==> src/pip_cell.sv <==
// ---------------------------------------------------------------------------
// pip_cell
// one vertex slot of the ring: loads by index, shifts to its neighbor
// ---------------------------------------------------------------------------
module pip_cell #(
    parameter int COORD_WIDTH = 32
) (
    input  logic                          i_clk,
    input  logic                          i_wr,
    input  logic signed [COORD_WIDTH-1:0] i_wr_x,
    input  logic signed [COORD_WIDTH-1:0] i_wr_y,
    input  logic                          i_shift,
    input  logic signed [COORD_WIDTH-1:0] i_nbr_x,
    input  logic signed [COORD_WIDTH-1:0] i_nbr_y,
    output logic signed [COORD_WIDTH-1:0] o_x,
    output logic signed [COORD_WIDTH-1:0] o_y
);

    logic signed [COORD_WIDTH-1:0] r_x;
    logic signed [COORD_WIDTH-1:0] r_y;

    always_ff @(posedge i_clk) begin
        if (i_wr) begin
            r_x <= i_wr_x;
            r_y <= i_wr_y;
        end else if (i_shift) begin
            r_x <= i_nbr_x;
            r_y <= i_nbr_y;
        end
    end

    assign o_x = r_x;
    assign o_y = r_y;

endmodule

==> config.mk <==
export PLATFORM = sky130hd
export DESIGN_NAME = pip_cell
export DESIGN_NICKNAME = d
export VERILOG_FILES = /design/src/pip_cell.sv
export SDC_FILE = /design/constraint.sdc
export NUM_CORES = 1
export LEC_CHECK = 0
export BUFFER_PORTS_ARGS = -buffer_cell sky130_fd_sc_hd__buf_2
export CORE_AREA = 2 2 89 91
export CTS_BUF_LIST = sky130_fd_sc_hd__clkbuf_16
export DETAILED_ROUTE_END_ITERATION = 12
export DIE_AREA = 0 0 91 93
export PLACE_DENSITY_LB_ADDON = 0.12
export SYNTH_ARGS = -nofsm -noshare
export SYNTH_HDL_FRONTEND = slang
export SYNTH_SLANG_ARGS = --single-unit
==> constraint.sdc <==
create_clock -name i_clk -period 3.02 [get_ports i_clk]
set_input_delay 0.302 -clock i_clk [delete_from_list [all_inputs] [get_ports i_clk]]
set_output_delay 0.302 -clock i_clk [all_outputs]
set_load 0.02 [all_outputs]
==> reports/results.ini <==
[setup_path]
startpoint_type = input pin
endpoint_kind = flip-flop
cp.arrival_ns = 1.43
crit_path_frequent_cell = buf_4
crit_fanout = 24
criticalPathCategory = input pin to flip-flop
crit_path_cell_trace = buf_4 -> buf_4 -> mux2_2
worstPathRequired_ns = 3.09
critical_path.slowest_cell = buf_4
slowest_delay_ns = 0.41

[yosys]
yosysTopAreaCellShare_pct = 66.1
synthTopCellsByArea = edfxtp_1 (66%), mux2_4 (25%), mux2_2 (5.8%)
ys_seq_elements = 64
synth_cell_types = 6
syn_nets = 267
syn_inst = 136
avgSynthCellArea_um2 = 21.4
ys_warn_count = 0
synth_area_um2 = 2910
synth_seq_area_share_pct = 66.1
synth_top_cell_by_area = edfxtp_1

[clock_network]
cts_setup_buffers = 0
cts-root-buf = clkbuf_16
cts_resized = 0
cts_buffers = 9
clk_path_buf_depth = 2
clk_pin_slew_ns = 0.05
ctsHoldBuffers = 0
cts_num_sinks = 64
htreeDepth = 3
cts_tree = done

[sta]
layout_min_cycle_time_ns = 1.36
setup_violations = 0
finalHoldViolCount = 0
tightest_slew_ns = 0.494
rsz0062_at_grt = false
tns_ns = 0
slew_viol_final = 0
max_freq_ghz = 0.734
fin_ws_ns = 1.66
finalCritPeriodShare_pct = 45.1
slew_headroom_pct = 67.1

[place]
dp_slack_ns = 1.29
dp_hpwl_um = 4770
port_buffers = 194
place.gp.congestion = 0.718

[floorplanning]
chipHeight_um = 93
core.rowCount = 32
core_area_um2 = 7530
ios = 195
die_x_um = 91
initial_core_util_pct = 38.6
die_area_um2 = 8460

[detailed_routing]
num_vias = 1970
drtIter0Drc = 29
vias_per_cell = 4.44
first_pass_iters = 3
postRouteAntennaNets = 0
drc = 0
post_drt_wl_per_cell_um = 14.2
wirelength_um = 6290

[outcome]
status = completed

[pwr]
irDropWorstVdd_uv = 259
static-leakage-power_nw = 2.05
fin_total_pwr_w = 0.00263
power_density_nw_per_um2 = 615

[global_route]
track_usage_pct = 14.9
grt-ovfl-total = 0
antenna_found_initial = 0
grt_pass1_vias = 1964
grt_max_degree = 39
grt_pass1_wl_um = 9500

[finish]
drive_above_1_share_pct = 81.3
layout_common_cells = buf_2 (193), edfxtp_1 (64), mux2_4 (49), mux2_2 (15), clkbuf_16 (9)
layout_commonest_cell = buf_2
area_growth_pct = 47.1
n_antenna_cell = 0
layout.nets = 469

[job]
maxCapViolations = 0

[hold_path]
min_path_type = input pin to flip-flop

## state kept, by name (all words and copies together), names as in the netlist
register / count
o_x: 32
o_y: 32
## per-stage QoR
step                      area (um2)  hold WS (ns)  utilization, %  cells
after floorplan                 2910         0.519               -    136
after global placement          3960         0.603            52.7    429
after detailed placement        3960         0.606            52.7    429
after CTS                       4270         0.266            56.8    444
after global routing            4270         0.271            56.8    444
final                           4270         0.279            56.8    444
## worst paths after layout
path | start | to | slack [ns] | cells past startpoint
setup / recovery | i_wr | o_y[31] | 1.66 | 3
hold / removal | i_nbr_x[21] | o_x[21] | 0.28 | 2
## per-layer routing
metal | track usage (%) | up-vias | wire [um]
met5 | 0 | - | 0
met4 | 9.34 | 0 | 190
met3 | 4.92 | 15 | 688
met2 | 23.7 | 128 | 3000
met1 | 17.6 | 891 | 2410
li1 | - | 936 | -
## Yosys cell counts
| cell | number |
|---|---|
| edfxtp_1 | 64 |
| mux2_4 | 49 |
| mux2_2 | 15 |
| buf_6 | 6 |
| buf_2 | 1 |
| or2_1 | 1 |
## area by class of cell
cell class                 count  area, um2
clock buffer                   9        225
fill                         659       3250
multi-input combinational     65        911
timing repair buffer         198       1000
tap                          102        128
sequential                    64       1920
clock inverter                 6       85.1
## worst max-delay path, delay by kind of cell
family / cells / cell delay [ns]
buf+inv: 2 / 0.73
mux: 1 / 0.38
## kinds of logic (layout without fill, tap and decap cells)
family,after synthesis,after routing,share of synthesized area [%]
AND/OR/NAND/NOR,1,1,0.215
multiplexers,64,64,31.1
flip-flops,64,64,66.1
buffers and inverters,7,213,2.50
## where the power goes
| group | internal (W) | switching (W) | total [W] |
|---|---|---|---|
| registers | 0.00109 | 0.0000213 | 0.00111 |
| clock network | 0.000713 | 0.000350 | 0.00106 |
| logic | 0.000215 | 0.000239 | 0.000454 |
Power figures use the tool's default switching activity.
